**config.mk**
```make
export PLATFORM = sky130hd
export DESIGN_NAME = mcu_block_to_raster_writer
export DESIGN_NICKNAME = d
export VERILOG_FILES = /design/src/mbrw_pkg.sv /design/src/mbrw_front.sv /design/src/mbrw_queue.sv /design/src/mbrw_back.sv /design/src/mcu_block_to_raster_writer.sv
export SDC_FILE = /design/constraint.sdc
export NUM_CORES = 1
export LEC_CHECK = 0
export ABC_AREA = 1
export CORE_MARGIN = 2
export CORE_UTILIZATION = 55
export CTS_BUF_LIST = sky130_fd_sc_hd__clkbuf_8 sky130_fd_sc_hd__clkbuf_16
export CTS_CLUSTER_DIAMETER = 30
export DETAILED_ROUTE_END_ITERATION = 10
export DONT_BUFFER_PORTS = 1
export PLACE_DENSITY_LB_ADDON = 0.3
export REMOVE_ABC_BUFFERS = 1
export SLEW_MARGIN = 10
export SYNTH_ARGS = -nofsm -noshare
export SYNTH_HDL_FRONTEND = slang
export SYNTH_SLANG_ARGS = --single-unit
```
**constraint.sdc**
```tcl
create_clock -name clk_i -period 3.1 [get_ports clk_i]
set_input_delay 0.62 -clock clk_i [delete_from_list [all_inputs] [get_ports clk_i]]
set_output_delay 0.62 -clock clk_i [all_outputs]
set_load 0.02 [all_outputs]
```
**src/mbrw_pkg.sv**
```systemverilog
`default_nettype none
// ----------------------------------------------------------------------------
// mbrw_pkg: shared types and constants of the MCU block to raster writer
// Holds the register map, the configuration struct and the pixel word that
// travels from the position tracker to the write stage.
// ----------------------------------------------------------------------------
package mbrw_pkg;

  // framebuffer row pitch in pixels
  localparam int ROW_PITCH   = 256;
  // depth of the queue between tracker and write stage
  localparam int QUEUE_DEPTH = 2;

  // register map
  localparam logic [2:0] CFG_IMAGE_WIDTH     = 3'd0;
  localparam logic [2:0] CFG_IMAGE_HEIGHT    = 3'd1;
  localparam logic [2:0] CFG_MCU_WIDTH       = 3'd2;
  localparam logic [2:0] CFG_MCU_HEIGHT      = 3'd3;
  localparam logic [2:0] CFG_MCUS_PER_ROW    = 3'd4;
  localparam logic [2:0] CFG_MCUS_PER_COLUMN = 3'd5;
  localparam logic [2:0] CFG_FRAME_BASE      = 3'd6;

  typedef struct packed {
    logic [8:0]  image_width;
    logic [8:0]  image_height;
    logic [4:0]  mcu_width;
    logic [4:0]  mcu_height;
    logic [5:0]  mcus_per_row;
    logic [5:0]  mcus_per_column;
    logic [15:0] frame_base;
  } cfg_t;

  // classified pixel word: image coordinates plus color
  typedef struct packed {
    logic       overflow;
    logic       in_image;
    logic [8:0] x;
    logic [9:0] y;
    logic [7:0] red;
    logic [7:0] green;
    logic [7:0] blue;
  } pix_t;

endpackage
`default_nettype wire

```
**src/mbrw_front.sv**
```systemverilog
`default_nettype none
// ----------------------------------------------------------------------------
// mbrw_front: pixel position tracker
// Tracks pixel, block and MCU position, forms image coordinates, flags
// clipped and overflow pixels and advances the position per accepted word.
// ----------------------------------------------------------------------------
module mbrw_front import mbrw_pkg::*; (
  input  wire logic       clk_i,
  input  wire logic       rst_ni,
  input  wire cfg_t       cfg_i,
  input  wire logic       accept_i,
  input  wire logic [7:0] red_i,
  input  wire logic [7:0] green_i,
  input  wire logic [7:0] blue_i,
  input  wire logic       image_start_i,
  output pix_t            pix_o
);

  logic [2:0] col_q, col_d;
  logic [2:0] row_q, row_d;
  logic       bcol_q, bcol_d;
  logic       brow_q, brow_d;
  logic [4:0] mcol_q, mcol_d;
  logic [5:0] mrow_q, mrow_d;

  // positions as seen by this pixel (cleared on image start)
  logic [2:0] col_e, row_e;
  logic       bcol_e, brow_e;
  logic [4:0] mcol_e;
  logic [5:0] mrow_e;
  logic       across2, down2, ovf;
  logic [8:0] x;
  logic [9:0] y;

  always_comb begin
    col_e  = image_start_i ? 3'd0 : col_q;
    row_e  = image_start_i ? 3'd0 : row_q;
    bcol_e = image_start_i ? 1'b0 : bcol_q;
    brow_e = image_start_i ? 1'b0 : brow_q;
    mcol_e = image_start_i ? 5'd0 : mcol_q;
    mrow_e = image_start_i ? 6'd0 : mrow_q;
  end

  assign across2 = (cfg_i.mcu_width > 5'd8);
  assign down2   = (cfg_i.mcu_height > 5'd8);
  assign ovf     = (mrow_e >= cfg_i.mcus_per_column);

  // image coordinates
  always_comb begin
    x = (across2 ? {mcol_e, 4'd0} : {1'b0, mcol_e, 3'd0})
        + {5'd0, bcol_e, 3'd0} + {6'd0, col_e};
    y = (down2 ? {mrow_e, 4'd0} : {1'b0, mrow_e, 3'd0})
        + {6'd0, brow_e, 3'd0} + {7'd0, row_e};
  end

  always_comb begin
    pix_o.overflow = ovf;
    pix_o.in_image = ({1'b0, x} < {1'b0, cfg_i.image_width}) &&
                     (y < {1'b0, cfg_i.image_height});
    pix_o.x        = x;
    pix_o.y        = y;
    pix_o.red      = red_i;
    pix_o.green    = green_i;
    pix_o.blue     = blue_i;
  end

  // advance: pixel, row in block, block column, block row, MCU
  always_comb begin
    col_d  = col_e;
    row_d  = row_e;
    bcol_d = bcol_e;
    brow_d = brow_e;
    mcol_d = mcol_e;
    mrow_d = mrow_e;
    if (!ovf) begin
      if (col_e != 3'd7) begin
        col_d = col_e + 3'd1;
      end else begin
        col_d = 3'd0;
        if (row_e != 3'd7) begin
          row_d = row_e + 3'd1;
        end else begin
          row_d = 3'd0;
          if (across2 && !bcol_e) begin
            bcol_d = 1'b1;
          end else begin
            bcol_d = 1'b0;
            if (down2 && !brow_e) begin
              brow_d = 1'b1;
            end else begin
              brow_d = 1'b0;
              if (({1'b0, mcol_e} + 6'd1 >= cfg_i.mcus_per_row) || (mcol_e == 5'd31)) begin
                mcol_d = 5'd0;
                mrow_d = mrow_e + 6'd1;
              end else begin
                mcol_d = mcol_e + 5'd1;
              end
            end
          end
        end
      end
    end
  end

  always_ff @(posedge clk_i or negedge rst_ni) begin
    if (!rst_ni) begin
      col_q  <= '0;
      row_q  <= '0;
      bcol_q <= 1'b0;
      brow_q <= 1'b0;
      mcol_q <= '0;
      mrow_q <= '0;
    end else if (accept_i) begin
      col_q  <= col_d;
      row_q  <= row_d;
      bcol_q <= bcol_d;
      brow_q <= brow_d;
      mcol_q <= mcol_d;
      mrow_q <= mrow_d;
    end
  end

endmodule
`default_nettype wire

```
**src/mbrw_queue.sv**
```systemverilog
`default_nettype none
// ----------------------------------------------------------------------------
// mbrw_queue: short word queue between tracker and write stage
// Small circular buffer of classified pixel words with a fill count.
// ----------------------------------------------------------------------------
module mbrw_queue import mbrw_pkg::*; (
  input  wire logic clk_i,
  input  wire logic rst_ni,
  input  wire logic push_i,
  input  wire pix_t pix_i,
  output logic      full_o,
  input  wire logic pop_i,
  output pix_t      pix_o,
  output logic      empty_o
);

  localparam int PTR_W = (QUEUE_DEPTH > 1) ? $clog2(QUEUE_DEPTH) : 1;
  localparam int CNT_W = $clog2(QUEUE_DEPTH + 1);

  pix_t             mem_q [QUEUE_DEPTH];
  logic [PTR_W-1:0] wr_q, wr_d, rd_q, rd_d;
  logic [CNT_W-1:0] cnt_q, cnt_d;
  logic             do_push, do_pop;

  assign full_o  = (cnt_q == CNT_W'(QUEUE_DEPTH));
  assign empty_o = (cnt_q == '0);
  assign do_push = push_i && !full_o;
  assign do_pop  = pop_i && !empty_o;
  assign pix_o   = mem_q[rd_q];

  // pointer and count update
  always_comb begin
    wr_d  = wr_q;
    rd_d  = rd_q;
    cnt_d = cnt_q;
    if (do_push) begin
      wr_d = (wr_q == PTR_W'(QUEUE_DEPTH - 1)) ? '0 : wr_q + PTR_W'(1);
    end
    if (do_pop) begin
      rd_d = (rd_q == PTR_W'(QUEUE_DEPTH - 1)) ? '0 : rd_q + PTR_W'(1);
    end
    if (do_push && !do_pop) begin
      cnt_d = cnt_q + CNT_W'(1);
    end else if (do_pop && !do_push) begin
      cnt_d = cnt_q - CNT_W'(1);
    end
  end

  always_ff @(posedge clk_i or negedge rst_ni) begin
    if (!rst_ni) begin
      wr_q  <= '0;
      rd_q  <= '0;
      cnt_q <= '0;
    end else begin
      wr_q  <= wr_d;
      rd_q  <= rd_d;
      cnt_q <= cnt_d;
    end
  end

  // storage
  always_ff @(posedge clk_i) begin
    if (do_push) begin
      mem_q[wr_q] <= pix_i;
    end
  end

endmodule
`default_nettype wire

```
**src/mbrw_back.sv**
```systemverilog
`default_nettype none
// ----------------------------------------------------------------------------
// mbrw_back: framebuffer write stage
// Forms the pixel address, packs RGB555 and holds the result word in an
// output register until it is popped.
// ----------------------------------------------------------------------------
module mbrw_back import mbrw_pkg::*; (
  input  wire logic  clk_i,
  input  wire logic  rst_ni,
  input  wire cfg_t  cfg_i,
  input  wire pix_t  pix_i,
  input  wire logic  avail_i,
  output logic       take_o,
  input  wire logic  pop_i,
  output logic       empty_o,
  output logic       write_enable_o,
  output logic [15:0] pixel_address_o,
  output logic [15:0] pixel_value_o,
  output logic       overflow_o
);

  logic        valid_q;
  logic        we_d, ovf_d;
  logic [15:0] addr_d, value_d;
  logic [15:0] row_off;

  // load a new word when the output is free or is being popped
  assign take_o  = avail_i && (!valid_q || pop_i);
  assign empty_o = !valid_q;

  assign row_off = 16'(32'(pix_i.y) * ROW_PITCH);

  always_comb begin
    if (pix_i.overflow) begin
      we_d    = 1'b0;
      addr_d  = '0;
      value_d = '0;
      ovf_d   = 1'b1;
    end else begin
      we_d    = pix_i.in_image;
      addr_d  = cfg_i.frame_base + row_off + {7'd0, pix_i.x};
      value_d = {1'b1, pix_i.blue[7:3], pix_i.green[7:3], pix_i.red[7:3]};
      ovf_d   = 1'b0;
    end
  end

  always_ff @(posedge clk_i or negedge rst_ni) begin
    if (!rst_ni) begin
      valid_q <= 1'b0;
    end else if (take_o) begin
      valid_q <= 1'b1;
    end else if (pop_i) begin
      valid_q <= 1'b0;
    end
  end

  // result word
  always_ff @(posedge clk_i) begin
    if (take_o) begin
      write_enable_o  <= we_d;
      pixel_address_o <= addr_d;
      pixel_value_o   <= value_d;
      overflow_o      <= ovf_d;
    end
  end

endmodule
`default_nettype wire

```
**src/mcu_block_to_raster_writer.sv**
```systemverilog
`default_nettype none
// ----------------------------------------------------------------------------
// mcu_block_to_raster_writer: places decoded JPEG pixels into an RGB555
// framebuffer
// Position tracker, short queue and write stage with an output register.
// ----------------------------------------------------------------------------
// Accepts one RGB888 pixel word per clock while full is low and returns
// one result word per pixel, in order: address frame_base + y * 256 + x
// (mod 2^16), the RGB555 value with bit 15 set, a write enable that is low
// for pixels clipped at the image edges, and an overflow flag for pixels
// past the last MCU row (those carry zero address and value and do not
// advance the position). A word that meets no stall passes the queue and
// then the output register before it can be popped; the two-entry queue
// between the position tracker and the write stage keeps one pixel per
// clock going while pop stays high.
// Configuration writes take effect at the next clock and belong to idle
// periods only.
module mcu_block_to_raster_writer import mbrw_pkg::*; (
  input  wire logic        clk_i,
  input  wire logic        rst_ni,
  input  wire logic        cfg_we_i,
  input  wire logic [2:0]  cfg_index_i,
  input  wire logic [15:0] cfg_data_i,
  input  wire logic        push,
  output logic             full,
  input  wire logic [7:0]  red_i,
  input  wire logic [7:0]  green_i,
  input  wire logic [7:0]  blue_i,
  input  wire logic        image_start_i,
  output logic             empty,
  input  wire logic        pop,
  output logic             write_enable_o,
  output logic [15:0]      pixel_address_o,
  output logic [15:0]      pixel_value_o,
  output logic             overflow_o
);

  cfg_t cfg_q;
  pix_t front_pix, queue_pix;
  logic accept, q_empty, q_take;

  // configuration registers
  always_ff @(posedge clk_i or negedge rst_ni) begin
    if (!rst_ni) begin
      cfg_q.image_width     <= 9'd256;
      cfg_q.image_height    <= 9'd192;
      cfg_q.mcu_width       <= 5'd8;
      cfg_q.mcu_height      <= 5'd8;
      cfg_q.mcus_per_row    <= 6'd32;
      cfg_q.mcus_per_column <= 6'd24;
      cfg_q.frame_base      <= 16'd0;
    end else if (cfg_we_i) begin
      unique case (cfg_index_i)
        CFG_IMAGE_WIDTH:     cfg_q.image_width     <= cfg_data_i[8:0];
        CFG_IMAGE_HEIGHT:    cfg_q.image_height    <= cfg_data_i[8:0];
        CFG_MCU_WIDTH:       cfg_q.mcu_width       <= cfg_data_i[4:0];
        CFG_MCU_HEIGHT:      cfg_q.mcu_height      <= cfg_data_i[4:0];
        CFG_MCUS_PER_ROW:    cfg_q.mcus_per_row    <= cfg_data_i[5:0];
        CFG_MCUS_PER_COLUMN: cfg_q.mcus_per_column <= cfg_data_i[5:0];
        CFG_FRAME_BASE:      cfg_q.frame_base      <= cfg_data_i;
        default: ;
      endcase
    end
  end

  assign accept = push && !full;

  // position tracker
  mbrw_front u_front (
    .clk_i         (clk_i),
    .rst_ni        (rst_ni),
    .cfg_i         (cfg_q),
    .accept_i      (accept),
    .red_i         (red_i),
    .green_i       (green_i),
    .blue_i        (blue_i),
    .image_start_i (image_start_i),
    .pix_o         (front_pix)
  );

  // decoupling queue
  mbrw_queue u_queue (
    .clk_i   (clk_i),
    .rst_ni  (rst_ni),
    .push_i  (push),
    .pix_i   (front_pix),
    .full_o  (full),
    .pop_i   (q_take),
    .pix_o   (queue_pix),
    .empty_o (q_empty)
  );

  // write stage
  mbrw_back u_back (
    .clk_i           (clk_i),
    .rst_ni          (rst_ni),
    .cfg_i           (cfg_q),
    .pix_i           (queue_pix),
    .avail_i         (!q_empty),
    .take_o          (q_take),
    .pop_i           (pop),
    .empty_o         (empty),
    .write_enable_o  (write_enable_o),
    .pixel_address_o (pixel_address_o),
    .pixel_value_o   (pixel_value_o),
    .overflow_o      (overflow_o)
  );

  // overflow words carry nothing to write
  a_ovf_zero : assert property (@(posedge clk_i) disable iff (!rst_ni)
    (!empty && overflow_o) |-> (!write_enable_o && pixel_address_o == 16'd0 &&
                                pixel_value_o == 16'd0))
    else $error("overflow word carries write data");

  // every regular word has the RGB555 opaque bit
  a_opaque : assert property (@(posedge clk_i) disable iff (!rst_ni)
    (!empty && !overflow_o) |-> pixel_value_o[15])
    else $error("pixel word lost its top bit");

  // an accepted pixel reaches the result side through the queue and the output register
  a_latency : assert property (@(posedge clk_i) disable iff (!rst_ni)
    (push && !full) |-> ##2 !empty)
    else $error("accepted pixel did not reach the output");

endmodule
`default_nettype wire

```
=== Word-level counts from Yosys, hierarchy flattened ===
Memory sizes are Yosys's and may differ from the RTL's.
Index checks and enable logic that the tools add are counted.

* Add/sub/neg operators: 15
* Multiply operators: 0
* Divide/modulo/power cells: 0
* Order comparisons: 6
* Equality and inequality tests: 10
* Shifts and indexed selects: 0
* Multiplexer cells: 44
* Bitwise logic cells: 0
* Reduce and logical (&&, ||, !) cells: 28

{| class="wikitable"
|+ Operators with widths
! cell !! count
|-
| $mux W6 || 7
|-
| $mux W5 || 7
|-
| $mux W3 || 7
|-
| $mux W1 || 18
|-
| $add A16 B16 Y16 || 1
|-
| $add A16 B9 Y16 || 1
|-
| $mux W16 || 1
|-
| $reduce_and A2 Y1 || 7
|-
| $ge A6 B6 Y1 || 2
|-
| $add A10 B3 Y10 || 1
|-
| $add A10 B4 Y10 || 1
|-
| $gt A5 B4 Y1 const B || 2
|-
| $lt A10 B9 Y1 || 1
|-
| $mux W10 || 1
|-
| $add A9 B3 Y9 || 1
|-
| $add A9 B4 Y9 || 1
|-
| $eq A3 B3 Y1 const B || 3
|-
| $lt A9 B9 Y1 || 1
|-
| $mux W9 || 1
|-
| $logic_and A1 B1 Y1 || 8
|-
| $logic_not A1 Y1 || 7
|-
| $add A3 B1 Y3 const B || 2
|-
| $add A5 B1 Y6 const B || 1
|-
| $add A6 B1 Y6 const B || 1
|-
| other kinds (14) || 20
|}

* Flip-flop bits (word level): 114
* Bits in latches: 0
* Bits in writable memories: 90
* Bits in read-only memories: 0
* Input bits: 49
* Output and inout port bits: 36
* Logic and storage cells: 126
* Memories kept: 1

{| class="wikitable"
|+ Memory list
! memory !! depth !! bits a word !! rd ports !! clocked after memory_dff !! write ports !! RTL line !! text
|-
| u_queue.mem_q || 2 || 45 || 1 || 0 || 1 || mbrw_queue.sv:20 || <nowiki>pix_t mem_q [QUEUE_DEPTH];</nowiki>
|}

=== Depth between registers and ports, before layout ===
* Depth in word-level cells: 10
* Depth in mapped cells: 21
* Gate-level depth less buffers: 20

=== By module ===
Synthesis repeated with hierarchy kept, for this count alone.

* Cells, all modules: 1181
* Area total of the unflattened synthesis: 10737.8 um2

{| class="wikitable"
|+ Modules (own cells, without submodules)
! module !! times used !! cells an instance !! area each (um2) !! sequential area each (um2)
|-
| mbrw_queue || 1 || 266 || 3500.9 || 2802.7
|-
| mbrw_front || 1 || 374 || 2616.3 || 475.5
|-
| mbrw_back || 1 || 283 || 2341.0 || 1046.0
|-
| mcu_block_to_raster_writer || 1 || 258 || 2279.7 || 1411.4
|}

=== Least setup slack after synthesis ===
OpenSTA, ideal clock, no wires.

* Path kind: input to register
* Start point: in pop
* End point: reg u_queue.cnt_q[1]
* Library setup time: 0.131 ns
* Arrival time: 3.340 ns
* Required time: 2.969 ns
* Setup slack: -0.371 ns
* Stages on the path: 7
* Buffers on the path: 0
* Path through: nor2_1 a21oi_1 inv_1 ha_1 a21oi_1 o21ai_0 xor2_1

* Longest elaborated chain between the ends: 6
* Elaborated cells between the ends (all ways): 8
* Classes of those cells: mux: 1; reduce/logical: 7

{| class="wikitable"
|+ RTL lines
! item !! RTL line !! text
|-
| start, declared || mcu_block_to_raster_writer.sv:31 || <nowiki>input wire logic pop,</nowiki>
|-
| $logic_or A1 B1 Y1 * || mbrw_back.sv:28 || <nowiki>assign take_o = avail_i && (!valid_q || pop_i);</nowiki>
|-
| $logic_and A1 B1 Y1 * || mbrw_back.sv:28 ||
|-
| via q_take || mcu_block_to_raster_writer.sv:40 || <nowiki>logic accept, q_empty, q_take;</nowiki>
|-
| $logic_and A1 B1 Y1 * || mbrw_queue.sv:28 || <nowiki>assign do_pop = pop_i && !empty_o;</nowiki>
|-
| $logic_not A1 Y1 || mbrw_queue.sv:42 || <nowiki>if (do_push && !do_pop) begin</nowiki>
|-
| $logic_and A1 B1 Y1 || mbrw_queue.sv:42 ||
|-
| $mux W2 or $reduce_bool A2 Y1 (tied branches) || - ||
|-
| end signal, assigned || mbrw_queue.sv:57 || <nowiki>cnt_q <= cnt_d;</nowiki>
|-
| end, declared || mbrw_queue.sv:22 || <nowiki>logic [CNT_W-1:0] cnt_q, cnt_d;</nowiki>
|}

The timed path passes the listed nets; every way through them passes the cells marked *.
A chain may end at the register's enable or synchronous reset.

=== Worst setup path in the final report ===
* Start point: reg u_queue.rd_q
* End point: reg u_back.pixel_address_o[15] (data pin)

* Longest elaborated chain between the ends: 3

{| class="wikitable"
|+ RTL lines
! item !! RTL line !! text
|-
| start, declared || mbrw_queue.sv:21 || <nowiki>logic [PTR_W-1:0] wr_q, wr_d, rd_q, rd_d;</nowiki>
|-
| start signal, assigned || mbrw_queue.sv:56 || <nowiki>rd_q <= rd_d;</nowiki>
|-
| $mem_v2 Z2 W45 * || - ||
|-
| $add A16 B16 Y16 || mbrw_back.sv:41 || <nowiki>addr_d = cfg_i.frame_base + row_off + {7'd0, pix_i.x};</nowiki>
|-
| $add A16 B9 Y16 || mbrw_back.sv:41 ||
|-
| end signal, assigned || mbrw_back.sv:61 || <nowiki>pixel_address_o <= addr_d;</nowiki>
|-
| end, declared || mbrw_back.sv:17 || <nowiki>output logic [15:0] pixel_address_o,</nowiki>
|}

Mark *: on every way between the ends. The rest lies on a longest branch, timed or not.

==> impl_results.md <==
* Buf+Inv Stages, Crit Path at 2
* Ys Warns at 0
* Hold Crit Class: in -> async
* Layout Cells excl Fill at 1209
* Post-CTS Setup Bufs at 0
* Insertion delay to the later sink of the worst-skew pair at 430 ps
* Worst Clk Skew at 7.40 ps
* DR vias at 6341
* Worst-margin pin slew at 872 ps
* Post-route ant nets at 0
* Vias in the first global route at 6012
* Critical Path AT at 3080 ps
* Post-synthesis cell count at 965
* Largest cells by area after synthesis: edfxtp_1, dfrtp_1, nand2_1
* Crit path cell chain: buf_12, nand2_1, nand2_1, ha_1, ha_1, fa_1, nand3_1, nand3_2, nand3_1, nand3_1, nand2_1, inv_1, nor2_1, o21bai_1, o21ai_0, nor2_1
* H-tree depth at 4
* Final HPWL DP at 12600 um
* CTS tree: yes
* Period utilization at 93.4%
* Critical path required time at 3290 ps
* RSZ-0062 raised after global routing: no
* Post-synth design cell area at 9260 sq um
* Initial Utilization at 56.1%
* Maxcap violations at 0
* Die X at 134 um
* Worst-path maximum fanout at 29
* Setup Viol. Count Final at 0
* DIE HEIGHT at 134 um
* Standard-cell rows at 47
* Total wire length at 18100 um
* Crit-path slowest cell: dfrtp_2
* TritonCTS Buffers at 17
* Fin. Hold Viols at 0
* Post-route cell area at 10200 sq um
* Status: complete, no violations
* Worst setup margin at 204 ps
* First-pass GRT wire length at 29600 um
* Worst Setup End Kind: flip-flop
* Filler cells at 1316
* Root Driver: clkbuf_16
* DRT iter0 DRCs at 406
* Register area share after synthesis at 54.8%
* Top cell type's share of synthesized area at 33.1%
* Total gr overflow at 0
* Reg clk slew, reported paths at 70 ps
* Crit start category: flip-flop
* Post-synthesis async set-or-reset flop share at 44.0%
* CP top delay family: adder cells
* GRT Total Usage at 21.3%
* Placed cells at 1176
* DR pass1 iterations at 6
* Crit Path Class: reg -> reg
* Bufs on Longest Clock Path at 2
* CTS Sinks at 182
* Die area at 17900 sq um
* Core box area at 16500 sq um
* Largest net degree at the start of global routing at 73
* Main synth FF type: edfxtp_1
* Met1 Wirelength at 8010 um
* # IOs at 85
* Area of the multi-input gates at 3570 sq um
* Met3 wire len at 891 um
* Area leader, netlist: edfxtp_1
* Maximum VDD drop at 482 uV
* Diode count at 0
* DP Area at 9560 sq um
* Pwr dens at 915 nW/um^2
* Pins Over Slew Limit at 0
* Post-layout min period at 2900 ps
* Worst stage delay on the critical path at 450 ps
* Port Buf Inserts at 0
* Most frequent cells in the layout: nand2_1, inv_1, edfxtp_1
* Commonest non-fill, non-tap cell in the layout: nand2_1
* DRC violations left at 0
* Area grow syn2layout at 9.83%
* Final GP Congestion at 0.847
* Fraction of final layout cells sized beyond drive strength 1 at 10.1%
* Synthesized area per cell at 9.60 sq um
* #FFs+latches synth at 182
* Initial antenna violation count at 0
* Sequential Area at 5080 sq um
* F_max at 345 MHz
* Routed WL per cell at 15.0 um
* Worst slew margin at 41.7%
* Lkg Pwr at 4.81 nW
* Max Used Layer: met4
* Post-synth EDFFs at 102
* Count of cell types in the netlist at 51
* Via density at 5.24
* Post-place setup slack at 140 ps
* Nets@finish at 1093
* Routed wl met2 at 9020 um
## path summary, 6_finish.rpt
kind	from	end	slack, ps	cells past startpoint
max	u_queue.rd_q$_DFFE_PN0P_	u_back.pixel_address_o[15]$_SDFFCE_PP0P_	200	16
min	rst_ni	cfg_q[45]$_DFFE_PN1P_	30	0
max reg2reg	u_queue.rd_q$_DFFE_PN0P_	u_back.pixel_address_o[15]$_SDFFCE_PP0P_	200	16
min reg2reg	cfg_q[42]$_DFFE_PN0P_	cfg_q[42]$_DFFE_PN0P_	490	2
max in group asynchronous	rst_ni	u_queue.rd_q$_DFFE_PN0P_	2690	1
min in group clk_i	green_i[5]	u_queue.mem_q[1][13]$_DFFE_PP_	280	0
## synth_stat cells, types with 2 or more instances
cell and instances:
dfrtp_1 72, nand3_2 3, o21ai_4 2, mux2_2 6
inv_1 135, nand2_2 5, o21ai_0 77, nor2_1 58
o211ai_1 4, edfxtp_1 102, dfstp_2 8, or2_2 2
o21a_1 2, buf_6 3, nand4_1 7, o21bai_1 2
xnor2_1 12, o21ai_1 7, nand3_1 24, a21boi_0 2
nor2_2 4, ha_1 66, fa_1 2, buf_2 3
nand2_1 263, o221ai_1 3, o21ai_2 4, nor3_1 4
xor2_1 9, buf_4 2, o22ai_1 2, clkbuf_1 13
inv_2 6, nor2_4 2, a21oi_1 32, a21oi_2 2
## area by class of cell
type	count	area share, %
repair buffers	13	1.28
well taps	220	2.71
clock buffers	17	4.18
inverters	144	5.40
multi-input cells	618	35.1
clock inverters	15	1.45
flip-flops and latches	182	49.9
## routing by layer
metal	vias up	track usage, %
li1	3186	-
met4	0	5.44
met5	-	0
met2	141	35.6
met3	16	5.25
met1	2998	28.2
## flip-flops by register name, indices dropped and copies added (netlist names), 2 cells and up
register                count
u_back.pixel_value_o       16
u_front.mrow_q              6
u_back.pixel_address_o     16
u_queue.cnt_q               2
u_queue.mem_q              68
u_front.col_q               3
u_front.mcol_q              5
cfg_q                      56
u_front.row_q               3
## metrics by stage
stage | TNS, ps | hold WS, ps | util (%) | total power, mW
2_1_floorplan | -856 | 324 | - | 6.33
3_3_place_gp | 0 | 328 | 57.8 | 7.11
4_1_cts | 0 | 11.8 | 61.5 | 9.37
5_1_grt | 0 | 0.220 | 61.6 | 9.98
3_5_place_dp | 0 | 329 | 57.8 | 7.22
6_report | 0 | 28.8 | 61.6 | 9.31
## kinds of logic after synthesis
family / synth area share, %
XOR/XNOR: 1.99
buffers and inverters: 7.12
multiplexers: 0.729
AND/OR/NAND/NOR: 16.8
adder cells (fa/ha/maj): 9.35
flip-flops: 54.8
AO/OA/AOI/OAI: 9.21
## repair_timing
action	4_1_cts	5_1_grt
resized for setup	0	7
hold buffers	1	0
endpoints found under the hold margin	72	0
endpoints found under the setup margin	0	4
## where the power goes
| part | internal (mW) | leakage, nW | switching [mW] |
|---|---|---|---|
| logic | 1.08 | 2.55 | 2.09 |
| registers | 3.49 | 1.97 | 0.543 |
| clock network | 1.13 | 0.282 | 0.982 |
No activity file was read; power rests on OpenSTA's default activity.
